--- config.mk ---
export PLATFORM = sky130hd
export DESIGN_NAME = comet_ring_frame_renderer_core
export DESIGN_NICKNAME = d
export VERILOG_FILES = /design/src/hdl/crf_pkg.sv /design/src/hdl/crf_ram.sv /design/src/hdl/comet_ring_frame_renderer_core.sv
export SDC_FILE = /design/constraint.sdc
export NUM_CORES = 2
export LEC_CHECK = 0
export BUFFER_PORTS_ARGS = -buffer_cell sky130_fd_sc_hd__buf_2
export CAP_MARGIN = 20
export CORE_MARGIN = 1
export CORE_UTILIZATION = 55
export CTS_CLUSTER_DIAMETER = 120
export DETAILED_ROUTE_END_ITERATION = 12
export GPL_ROUTABILITY_DRIVEN = 0
export PLACE_DENSITY = 0.72
export SLEW_MARGIN = 20
export SYNTH_ARGS = -nofsm -noshare
export SYNTH_HDL_FRONTEND = slang
export SYNTH_SLANG_ARGS = --single-unit
--- constraint.sdc ---
create_clock -name i_clk -period 16.6 [get_ports i_clk]
set_input_delay 1.66 -clock i_clk [delete_from_list [all_inputs] [get_ports i_clk]]
set_output_delay 1.66 -clock i_clk [all_outputs]
set_load 0.005 [all_outputs]
--- src/hdl/crf_pkg.sv ---
`timescale 1ns / 1ps
// ============================================================================
// crf_pkg : shared types and constants of the comet ring frame renderer
// Sequencer states, effect phases, register indexes and fixed sizes.
// ============================================================================
package crf_pkg;

    // Largest ring the frame buffer holds, and the smallest ring used
    localparam int MAX_PIXELS = 64;
    localparam int MIN_PIXELS = 2;

    // Degrees in a full hue turn, and the width of one color sector
    localparam int HUE_TURN   = 360;
    localparam int HUE_SECTOR = 60;

    // Saturation point of the frame counter
    localparam logic [5:0] FRAMES_MAX = 6'd63;

    // Full channel intensity
    localparam logic [7:0] CH_FULL = 8'd255;

    // Configuration register indexes
    localparam logic [1:0] CFG_PIXEL_COUNT  = 2'd0;
    localparam logic [1:0] CFG_TRAIL_LENGTH = 2'd1;
    localparam logic [1:0] CFG_START_HUE    = 2'd2;
    localparam logic [1:0] CFG_HUE_ADVANCE  = 2'd3;

    typedef enum logic [1:0] {
        PH_RUN,
        PH_FINISH,
        PH_DONE
    } t_phase;

    typedef enum logic [2:0] {
        S_IDLE,
        S_DIV_MOD,
        S_SETUP,
        S_PAINT,
        S_DIV_C,
        S_DIV_X,
        S_WRITE,
        S_UPDATE
    } t_state_core;

    typedef enum logic [1:0] {
        R_NONE,
        R_READ,
        R_SHOW
    } t_state_read;

endpackage

--- src/hdl/crf_ram.sv ---
`timescale 1ns / 1ps
// ============================================================================
// crf_ram : generic single-write, single-read RAM
// One write port and one read port with a registered read.
// ============================================================================
module crf_ram #(
    parameter int WIDTH = 24,
    parameter int DEPTH = 64
) (
    input  logic                     i_clk,
    input  logic                     i_we,
    input  logic [$clog2(DEPTH)-1:0] i_waddr,
    input  logic [WIDTH-1:0]         i_wdata,
    input  logic [$clog2(DEPTH)-1:0] i_raddr,
    output logic [WIDTH-1:0]         o_rdata
);

    logic [WIDTH-1:0] r_mem [DEPTH];
    logic [WIDTH-1:0] r_rdata;

    always_ff @(posedge i_clk) begin
        if (i_we) begin
            r_mem[i_waddr] <= i_wdata;
        end
        r_rdata <= r_mem[i_raddr];
    end

    assign o_rdata = r_rdata;

endmodule

--- src/hdl/comet_ring_frame_renderer_core.sv ---
`timescale 1ns / 1ps
// ============================================================================
// comet_ring_frame_renderer_core : comet chase renderer for an LED ring
// Renders one frame per tick beat into a frame buffer and streams it out
// one pixel per result beat.
// ============================================================================
//
//  channel  | direction | handshake          | payload
//  ---------+-----------+--------------------+----------------------------------
//  tick     | in        | i_valid / o_stall  | i_active
//  pixel    | out       | o_valid / i_stall  | o_pixel_index, o_red, o_green,
//           |           |                    | o_blue, o_frame_last, o_finished
//  config   | in        | i_cfg_we           | i_cfg_index, i_cfg_data
//
//  Each tick runs one shared restoring divider that resolves one quotient bit
//  per cycle: two quotients per trail pixel, plus a ring-position modulo up
//  front. Readout issues each pixel's registered frame buffer read, then
//  shows the pixel until it is taken.
//  Reset is synchronous; no clearing pass is needed, a per-frame written mask
//  makes unwritten pixels read black. o_stall is high from the tick beat until
//  the last pixel beat of the frame; a stalled pixel beat holds.
//
module comet_ring_frame_renderer_core (
    input  logic       i_clk,
    input  logic       i_rst_n,

    input  logic       i_valid,
    output logic       o_stall,
    input  logic       i_active,

    output logic       o_valid,
    input  logic       i_stall,
    output logic [5:0] o_pixel_index,
    output logic [7:0] o_red,
    output logic [7:0] o_green,
    output logic [7:0] o_blue,
    output logic       o_frame_last,
    output logic       o_finished,

    input  logic       i_cfg_we,
    input  logic [1:0] i_cfg_index,
    input  logic [8:0] i_cfg_data
);

    import crf_pkg::*;

    // ------------------------------------------------------------------
    // Configuration registers
    // ------------------------------------------------------------------
    logic [6:0] r_pixel_count;
    logic [5:0] r_trail_len;
    logic [8:0] r_hue_adv;

    always_ff @(posedge i_clk) begin
        if (!i_rst_n) begin
            r_pixel_count <= 7'd24;
            r_trail_len   <= 6'd12;
            r_hue_adv     <= 9'd0;
        end else if (i_cfg_we) begin
            case (i_cfg_index)
                CFG_PIXEL_COUNT:  r_pixel_count <= i_cfg_data[6:0];
                CFG_TRAIL_LENGTH: r_trail_len   <= i_cfg_data[5:0];
                CFG_HUE_ADVANCE:  r_hue_adv     <= i_cfg_data;
                default: ;
            endcase
        end
    end

    // ------------------------------------------------------------------
    // Registers
    // ------------------------------------------------------------------
    t_state_core r_state, n_state;
    t_state_read r_rstate, n_rstate;
    t_phase      r_phase, n_phase;

    logic [5:0]  r_ring_pos, n_ring_pos;
    logic [5:0]  r_frames, n_frames;
    logic [8:0]  r_cur_hue, n_cur_hue;
    logic [6:0]  r_off, n_off;

    logic        r_active, n_active;
    logic [5:0]  r_pos, n_pos;
    logic        r_fin, n_fin;

    // shared divider
    logic [19:0] r_rem, n_rem;
    logic [7:0]  r_quo, n_quo;
    logic [11:0] r_den, n_den;
    logic [2:0]  r_step, n_step;

    // painting
    logic [7:0]  r_c, n_c;
    logic [5:0]  r_i, n_i;
    logic [5:0]  r_idx, n_idx;
    logic [5:0]  r_drawn, n_drawn;
    logic [MAX_PIXELS-1:0] r_mask, n_mask;

    // readout
    logic [5:0]  r_k, n_k;

    // ------------------------------------------------------------------
    // Frame buffer
    // ------------------------------------------------------------------
    logic        w_ram_we;
    logic [23:0] w_ram_wdata;
    logic [23:0] w_ram_q;

    crf_ram #(
        .WIDTH (24),
        .DEPTH (MAX_PIXELS)
    ) u_frame (
        .i_clk   (i_clk),
        .i_we    (w_ram_we),
        .i_waddr (r_idx),
        .i_wdata (w_ram_wdata),
        .i_raddr (r_k),
        .o_rdata (w_ram_q)
    );

    // ------------------------------------------------------------------
    // Derived values
    // ------------------------------------------------------------------
    logic [6:0]  w_p;
    logic [5:0]  w_idx_dec;
    logic [5:0]  w_next_pos;
    logic        w_finishing;

    // clamp the ring size
    always_comb begin
        if (r_pixel_count < 7'(MIN_PIXELS)) begin
            w_p = 7'(MIN_PIXELS);
        end else if (r_pixel_count > 7'(MAX_PIXELS)) begin
            w_p = 7'(MAX_PIXELS);
        end else begin
            w_p = r_pixel_count;
        end
    end

    // trail walks backward around the ring
    assign w_idx_dec   = (r_idx == 6'd0) ? 6'(w_p - 7'd1) : r_idx - 6'd1;
    assign w_next_pos  = ((7'(r_pos) + 7'd1) == w_p) ? 6'd0 : r_pos + 6'd1;
    assign w_finishing = (r_phase == PH_FINISH);

    // hue factor: distance of hue mod 120 from the nearest multiple of 120
    logic [8:0]  w_hq;
    logic [5:0]  w_f;

    always_comb begin
        if (r_cur_hue >= 9'd240) begin
            w_hq = r_cur_hue - 9'd240;
        end else if (r_cur_hue >= 9'd120) begin
            w_hq = r_cur_hue - 9'd120;
        end else begin
            w_hq = r_cur_hue;
        end
        if (w_hq <= 9'(HUE_SECTOR)) begin
            w_f = w_hq[5:0];
        end else begin
            w_f = 6'(9'd120 - w_hq);
        end
    end

    // dividends and divisors of the two color quotients
    logic [5:0]  w_lmj;
    logic [13:0] w_c_num;
    logic [19:0] w_x_num;
    logic [11:0] w_x_den;

    assign w_lmj   = r_trail_len - r_drawn;
    assign w_c_num = {w_lmj, 8'd0} - 14'(w_lmj);
    assign w_x_num = 20'(w_c_num) * 20'(w_f);
    assign w_x_den = {r_trail_len, 6'd0} - {4'd0, r_trail_len, 2'd0};

    // hue after one sweep, modulo a full turn
    logic [9:0]  w_hue_sum;
    logic [9:0]  w_hue_s1;
    logic [9:0]  w_hue_s2;
    logic [8:0]  w_start_hue;

    assign w_hue_sum   = 10'(r_cur_hue) + 10'(r_hue_adv);
    assign w_hue_s1    = (w_hue_sum >= 10'(HUE_TURN)) ? w_hue_sum - 10'(HUE_TURN) : w_hue_sum;
    assign w_hue_s2    = (w_hue_s1 >= 10'(HUE_TURN)) ? w_hue_s1 - 10'(HUE_TURN) : w_hue_s1;
    assign w_start_hue = (i_cfg_data >= 9'(HUE_TURN)) ? i_cfg_data - 9'(HUE_TURN)
                                                      : i_cfg_data;

    // ------------------------------------------------------------------
    // Shared divider step: one restoring quotient bit per cycle
    // ------------------------------------------------------------------
    logic [19:0] w_dsub;
    logic        w_dge;
    logic [19:0] w_rem_nx;
    logic [7:0]  w_quo_nx;

    assign w_dsub   = 20'(r_den) << r_step;
    assign w_dge    = (r_rem >= w_dsub);
    assign w_rem_nx = w_dge ? r_rem - w_dsub : r_rem;
    assign w_quo_nx = w_dge ? (r_quo | (8'd1 << r_step)) : r_quo;

    // color of the trail element being written
    logic [7:0]  w_r, w_g, w_b;

    always_comb begin
        w_r = 8'd0;
        w_g = 8'd0;
        w_b = 8'd0;
        if (r_cur_hue <= 9'd60) begin
            w_r = r_c;   w_g = r_quo;
        end else if (r_cur_hue <= 9'd120) begin
            w_r = r_quo; w_g = r_c;
        end else if (r_cur_hue <= 9'd180) begin
            w_g = r_c;   w_b = r_quo;
        end else if (r_cur_hue <= 9'd240) begin
            w_g = r_quo; w_b = r_c;
        end else if (r_cur_hue <= 9'd300) begin
            w_r = r_quo; w_b = r_c;
        end else begin
            w_r = r_c;   w_b = r_quo;
        end
    end

    // ------------------------------------------------------------------
    // State registers
    // ------------------------------------------------------------------
    always_ff @(posedge i_clk) begin
        if (!i_rst_n) begin
            r_state    <= S_IDLE;
            r_rstate   <= R_NONE;
            r_phase    <= PH_RUN;
            r_ring_pos <= 6'd0;
            r_frames   <= 6'd0;
            r_cur_hue  <= 9'd0;
            r_off      <= 7'd0;
            r_mask     <= '0;
        end else begin
            r_state    <= n_state;
            r_rstate   <= n_rstate;
            r_phase    <= n_phase;
            r_ring_pos <= n_ring_pos;
            r_frames   <= n_frames;
            r_cur_hue  <= n_cur_hue;
            r_off      <= n_off;
            r_mask     <= n_mask;
        end
    end

    always_ff @(posedge i_clk) begin
        r_active <= n_active;
        r_pos    <= n_pos;
        r_fin    <= n_fin;
        r_rem    <= n_rem;
        r_quo    <= n_quo;
        r_den    <= n_den;
        r_step   <= n_step;
        r_c      <= n_c;
        r_i      <= n_i;
        r_idx    <= n_idx;
        r_drawn  <= n_drawn;
        r_k      <= n_k;
    end

    // ------------------------------------------------------------------
    // Sequencer
    // ------------------------------------------------------------------
    always_comb begin
        n_state     = r_state;
        n_rstate    = r_rstate;
        n_phase     = r_phase;
        n_ring_pos  = r_ring_pos;
        n_frames    = r_frames;
        n_cur_hue   = r_cur_hue;
        n_off       = r_off;
        n_active    = r_active;
        n_pos       = r_pos;
        n_fin       = r_fin;
        n_rem       = r_rem;
        n_quo       = r_quo;
        n_den       = r_den;
        n_step      = r_step;
        n_c         = r_c;
        n_i         = r_i;
        n_idx       = r_idx;
        n_drawn     = r_drawn;
        n_mask      = r_mask;
        n_k         = r_k;
        w_ram_we    = 1'b0;
        w_ram_wdata = {w_r, w_g, w_b};

        case (r_state)
            S_IDLE: begin
                // hold off while the previous frame is still streaming out
                if (i_valid && !o_stall) begin
                    // start a frame: reduce the ring position modulo the ring size
                    n_active = i_active;
                    n_mask   = '0;
                    n_rem    = 20'(r_ring_pos);
                    n_den    = 12'(w_p);
                    n_quo    = 8'd0;
                    n_step   = 3'd7;
                    n_state  = S_DIV_MOD;
                end
            end

            S_DIV_MOD: begin
                n_rem  = w_rem_nx;
                n_quo  = w_quo_nx;
                n_step = r_step - 3'd1;
                if (r_step == 3'd0) begin
                    n_state = S_SETUP;
                end
            end

            S_SETUP: begin
                n_pos   = r_rem[5:0];
                n_i     = 6'd0;
                n_idx   = r_rem[5:0];
                n_drawn = 6'd0;
                if (r_phase == PH_DONE) begin
                    // drained: black frame, skip painting
                    n_fin    = 1'b1;
                    n_k      = 6'd0;
                    n_rstate = R_READ;
                    n_state  = S_IDLE;
                end else begin
                    if (r_phase == PH_RUN && !r_active) begin
                        n_phase = PH_FINISH;
                        n_off   = {1'b0, r_rem[5:0]};
                    end
                    n_state = S_PAINT;
                end
            end

            S_PAINT: begin
                if (r_i >= r_trail_len || r_i > r_frames) begin
                    n_state = S_UPDATE;
                end else if (w_finishing && (8'(r_off) >= 8'(r_i) + 8'(w_p))) begin
                    // element already past the end of the sweep: drop it
                    n_i   = r_i + 6'd1;
                    n_idx = w_idx_dec;
                end else if (r_i == 6'd0) begin
                    // white head
                    w_ram_we      = 1'b1;
                    w_ram_wdata   = {CH_FULL, CH_FULL, CH_FULL};
                    n_mask[r_idx] = 1'b1;
                    n_drawn       = r_drawn + 6'd1;
                    n_i           = r_i + 6'd1;
                    n_idx         = w_idx_dec;
                end else begin
                    n_rem   = 20'(w_c_num);
                    n_den   = 12'(r_trail_len);
                    n_quo   = 8'd0;
                    n_step  = 3'd7;
                    n_state = S_DIV_C;
                end
            end

            S_DIV_C: begin
                n_rem  = w_rem_nx;
                n_quo  = w_quo_nx;
                n_step = r_step - 3'd1;
                if (r_step == 3'd0) begin
                    // hold the major channel, load the minor channel quotient
                    n_c     = w_quo_nx;
                    n_rem   = w_x_num;
                    n_den   = w_x_den;
                    n_quo   = 8'd0;
                    n_step  = 3'd7;
                    n_state = S_DIV_X;
                end
            end

            S_DIV_X: begin
                n_rem  = w_rem_nx;
                n_quo  = w_quo_nx;
                n_step = r_step - 3'd1;
                if (r_step == 3'd0) begin
                    n_state = S_WRITE;
                end
            end

            S_WRITE: begin
                w_ram_we      = 1'b1;
                n_mask[r_idx] = 1'b1;
                n_drawn       = r_drawn + 6'd1;
                n_i           = r_i + 6'd1;
                n_idx         = w_idx_dec;
                n_state       = S_PAINT;
            end

            S_UPDATE: begin
                n_fin = 1'b0;
                if (r_phase == PH_RUN) begin
                    n_ring_pos = w_next_pos;
                    n_frames   = (r_frames == FRAMES_MAX) ? r_frames : r_frames + 6'd1;
                    if (w_next_pos == 6'd0) begin
                        n_cur_hue = w_hue_s2[8:0];
                    end
                end else if ((8'(r_off) + 8'd1) >= (8'(w_p) + 8'(r_trail_len))) begin
                    n_phase = PH_DONE;
                    n_fin   = 1'b1;
                end else begin
                    n_off      = r_off + 7'd1;
                    n_ring_pos = w_next_pos;
                    n_frames   = (r_frames == FRAMES_MAX) ? r_frames : r_frames + 6'd1;
                end
                n_k      = 6'd0;
                n_rstate = R_READ;
                n_state  = S_IDLE;
            end

            default: begin
                n_state = S_IDLE;
            end
        endcase

        // readout: issue the buffer read, then show the pixel until taken
        case (r_rstate)
            R_NONE: ;
            R_READ: begin
                n_rstate = R_SHOW;
            end
            R_SHOW: begin
                if (!i_stall) begin
                    if ((7'(r_k) + 7'd1) == w_p) begin
                        n_rstate = R_NONE;
                    end else begin
                        n_k      = r_k + 6'd1;
                        n_rstate = R_READ;
                    end
                end
            end
            default: begin
                n_rstate = R_NONE;
            end
        endcase

        // a start hue write loads the running hue at once
        if (i_cfg_we && i_cfg_index == CFG_START_HUE) begin
            n_cur_hue = w_start_hue;
        end
    end

    // ------------------------------------------------------------------
    // Outputs
    // ------------------------------------------------------------------
    assign o_stall       = (r_state != S_IDLE) || (r_rstate != R_NONE);
    assign o_valid       = (r_rstate == R_SHOW);
    assign o_pixel_index = r_k;
    assign o_red         = r_mask[r_k] ? w_ram_q[23:16] : 8'd0;
    assign o_green       = r_mask[r_k] ? w_ram_q[15:8]  : 8'd0;
    assign o_blue        = r_mask[r_k] ? w_ram_q[7:0]   : 8'd0;
    assign o_frame_last  = ((7'(r_k) + 7'd1) == w_p);
    assign o_finished    = r_fin;

endmodule

==> flow_metrics.env <==
export IMPL_syn_cell_area_um2=75600
export IMPL_synth_seq_cells=1764
export IMPL_syn2layout_area_growth_pct=11.4
export IMPL_crit_path_max_fanout=14
export IMPL_crit_path_start_kind="flip-flop"
export IMPL_synthTopCellsByArea="edfxtp_1 (64%), mux4_2 (16%), dfxtp_1 (4.0%)"
export IMPL_cp_end_kind="flip-flop"
export IMPL_setup_viol_count_final=0
export IMPL_regArea_um2=51500
export IMPL_power_leakage_uw=0.0282
export IMPL_rows=135
export IMPL_grt_pass1_wl_um=266000
export IMPL_tightestPinTransition_ps=1160
export IMPL_min_period_ps=7620
export IMPL_numCtsBuffers=170
export IMPL_worstPathArrival_ps=8140
export IMPL_totalWireLength_um=182000
export IMPL_port_buffer_count=50
export IMPL_cts_root_buf="clkbuf_16"
export IMPL_max_cap_violations=0
export IMPL_drive_gt1_share_pct=23.9
export IMPL_synth_edf_count=1613
export IMPL_async_flop_share_pct=0
export IMPL_clk_pin_slew_ps=60
export IMPL_firstDrtPassIters=6
export IMPL_place_area_um2=78600
export IMPL_num_vias=39829
export IMPL_tns_ps=0
export IMPL_grt_overflow=0
export IMPL_design_area_um2=84200
export IMPL_cts_sinks=1764
export IMPL_cts_tree="done"
export IMPL_initial_core_util_pct=55.6
export IMPL_grt_pass1_vias=39766
export IMPL_drv_slew=0
export IMPL_synth_cell_type_count=97
export IMPL_rsz0062_at_grt="no"
export IMPL_first_iter_violations=4865
export IMPL_die_x_um=373
export IMPL_cp_required_ps=17120
export IMPL_post_drt_wl_per_cell_um=29.2
export IMPL_cts_buffer_depth=3
export IMPL_cts_hold_buffers=0
export IMPL_grt_max_degree=70
export IMPL_fp_coreArea_um2=136000
export IMPL_nFillCells=9280
export IMPL_fin_worst_skew_ps=24.8
export IMPL_slew_headroom_pct=22.8
export IMPL_hp_class="reg -> reg"
export IMPL_grt_usage_pct=26.4
export IMPL_synth_warnings=0
export IMPL_avgSynthCellArea_um2=18.0
export IMPL_syn_nets=4409
export IMPL_multiInputGateArea_um2=23600
export IMPL_postCtsSetupBuffers=0
export IMPL_drcViolationCount=0
export IMPL_slowest_stage="dfxtp_1"
export IMPL_cts_max_level=4
export IMPL_final_core_util_pct=61.9
export IMPL_io_pins=51
export IMPL_final_nets=4517
export IMPL_yosysSeqAreaShare_pct=68.0
export IMPL_synth_flop_cell="edfxtp_1"
export IMPL_power_density_nw_per_um2=115
export IMPL_cpPeakStageDelay_ps=600
export IMPL_yosysMostFrequentCell="edfxtp_1"
export IMPL_viasPerCell=6.38
export IMPL_yosys_area_top_type="edfxtp_1"
export IMPL_max_freq_ghz=0.131
export IMPL_drtAntennaViolNets=0
export IMPL_clkLatencyLatePin_ps=810
export IMPL_cts_resized_gates=0
export IMPL_synth_common_cells="edfxtp_1 (1613), mux4_2 (529), nor2_1 (259)"
export IMPL_post_route_period_util_pct=45.9
export IMPL_ff2ff_setup_slack_ps=8980
export IMPL_synth_top_area_share_pct=64.0
export IMPL_status="complete, no violations"
export IMPL_critPathKind="reg -> reg"
export IMPL_antenna_found_initial=23
export IMPL_die_h_um=373
export IMPL_syn_inst=4211
export IMPL_ir_drop_uv=102
export IMPL_finalHoldViolations=0
export IMPL_dpl_hpwl_um=103000
export IMPL_dieArea_um2=139000
export IMPL_cpMostUsedCell="a21oi_1"
==> critical path: cells and delay by family (launching register included) <==
family          cells  cell delay [ps]
compound gates     15             2740
xor+xnor            2              710
fa+ha+maj           5             1950
buf+inv             2              210
flops               1              600
simple gates        4             1100
==> through the flow <==
step / total power, µW / instances / setup WS, ps / hold WS, ps
2_1_floorplan: 5770 / 4211 / 9740 / 420
3_3_place_gp: 6060 / 5917 / 8910 / 429
3_5_place_dp: 6080 / 5918 / 8660 / 439
4_1_cts: 9750 / 6227 / 8630 / 453
5_1_grt: 9990 / 6237 / 8440 / 473
6_report: 9720 / 6238 / 8980 / 452
==> layer usage <==
metal  global-route usage (%)  up-vias  part of all wire (%)
met2                     43.1     1677                    49
met4                     8.98       22                   3.0
li1                         -    17012                     -
met1                     36.3    20838                    40
met5                        0        -                 0.082
met3                     4.44      280                   7.8
==> sequential cells by signal (all words and copies together) (netlist names), 9 cells and up <==
name and flops:
u_frame.r_mem 1536, r_den 12, r_cur_hue 9, u_frame.o_rdata 24
r_rem 20, r_mask 64, r_hue_adv 9
==> where the power goes <==
part / switching (µW) / leakage, µW / internal [µW]
clock: 1650 / 0.00263 / 2090
sequential: 47.3 / 0.0160 / 4920
combinational: 586 / 0.00965 / 427
==> cells in the final DEF (no fill, tap or decap), drive strengths merged, types with 127 or more instances in the layout <==
cell / n
mux4: 529
nor2: 261
ha: 127
dfxtp: 151
inv: 140
nand2: 241
edfxtp: 1613
buf: 135
clkbuf: 233
o21ai: 133
==> path summary, 6_finish.rpt <==
path / from / endpoint / cells after the start
setup reg to reg: r_cur_hue[3] / r_rem[19] / 28
hold reg to reg: r_mask[59] / r_mask[59] / 2
setup / recovery: r_cur_hue[3] / r_rem[19] / 28
hold / removal: r_mask[59] / r_mask[59] / 2
==> cells by family (layout without fill, tap and decap cells) <==
family / Yosys count / count (layout) / share of synthesized area [%]
buffers and inverters: 333 / 578 / 1.71
multiplexers: 610 / 610 / 16.9
XOR/XNOR: 111 / 111 / 1.32
AND/OR/NAND/NOR: 778 / 778 / 4.76
other: 0 / 1 / 0
AO/OA/AOI/OAI: 434 / 434 / 3.79
adder cells (fa/ha/maj): 181 / 181 / 3.53
flip-flops: 1764 / 1764 / 68.0
==> cell type report <==
type / count / share of cell area [%]
multi-input cells: 2114 / 28.0
well taps: 1781 / 2.65
diodes: 1 / 0.00297
clock buffers: 233 / 5.59
repair buffers: 135 / 1.28
clock inverters: 76 / 0.756
flip-flops and latches: 1764 / 61.1
inverters: 134 / 0.597
(Power assumes the default switching activity.)
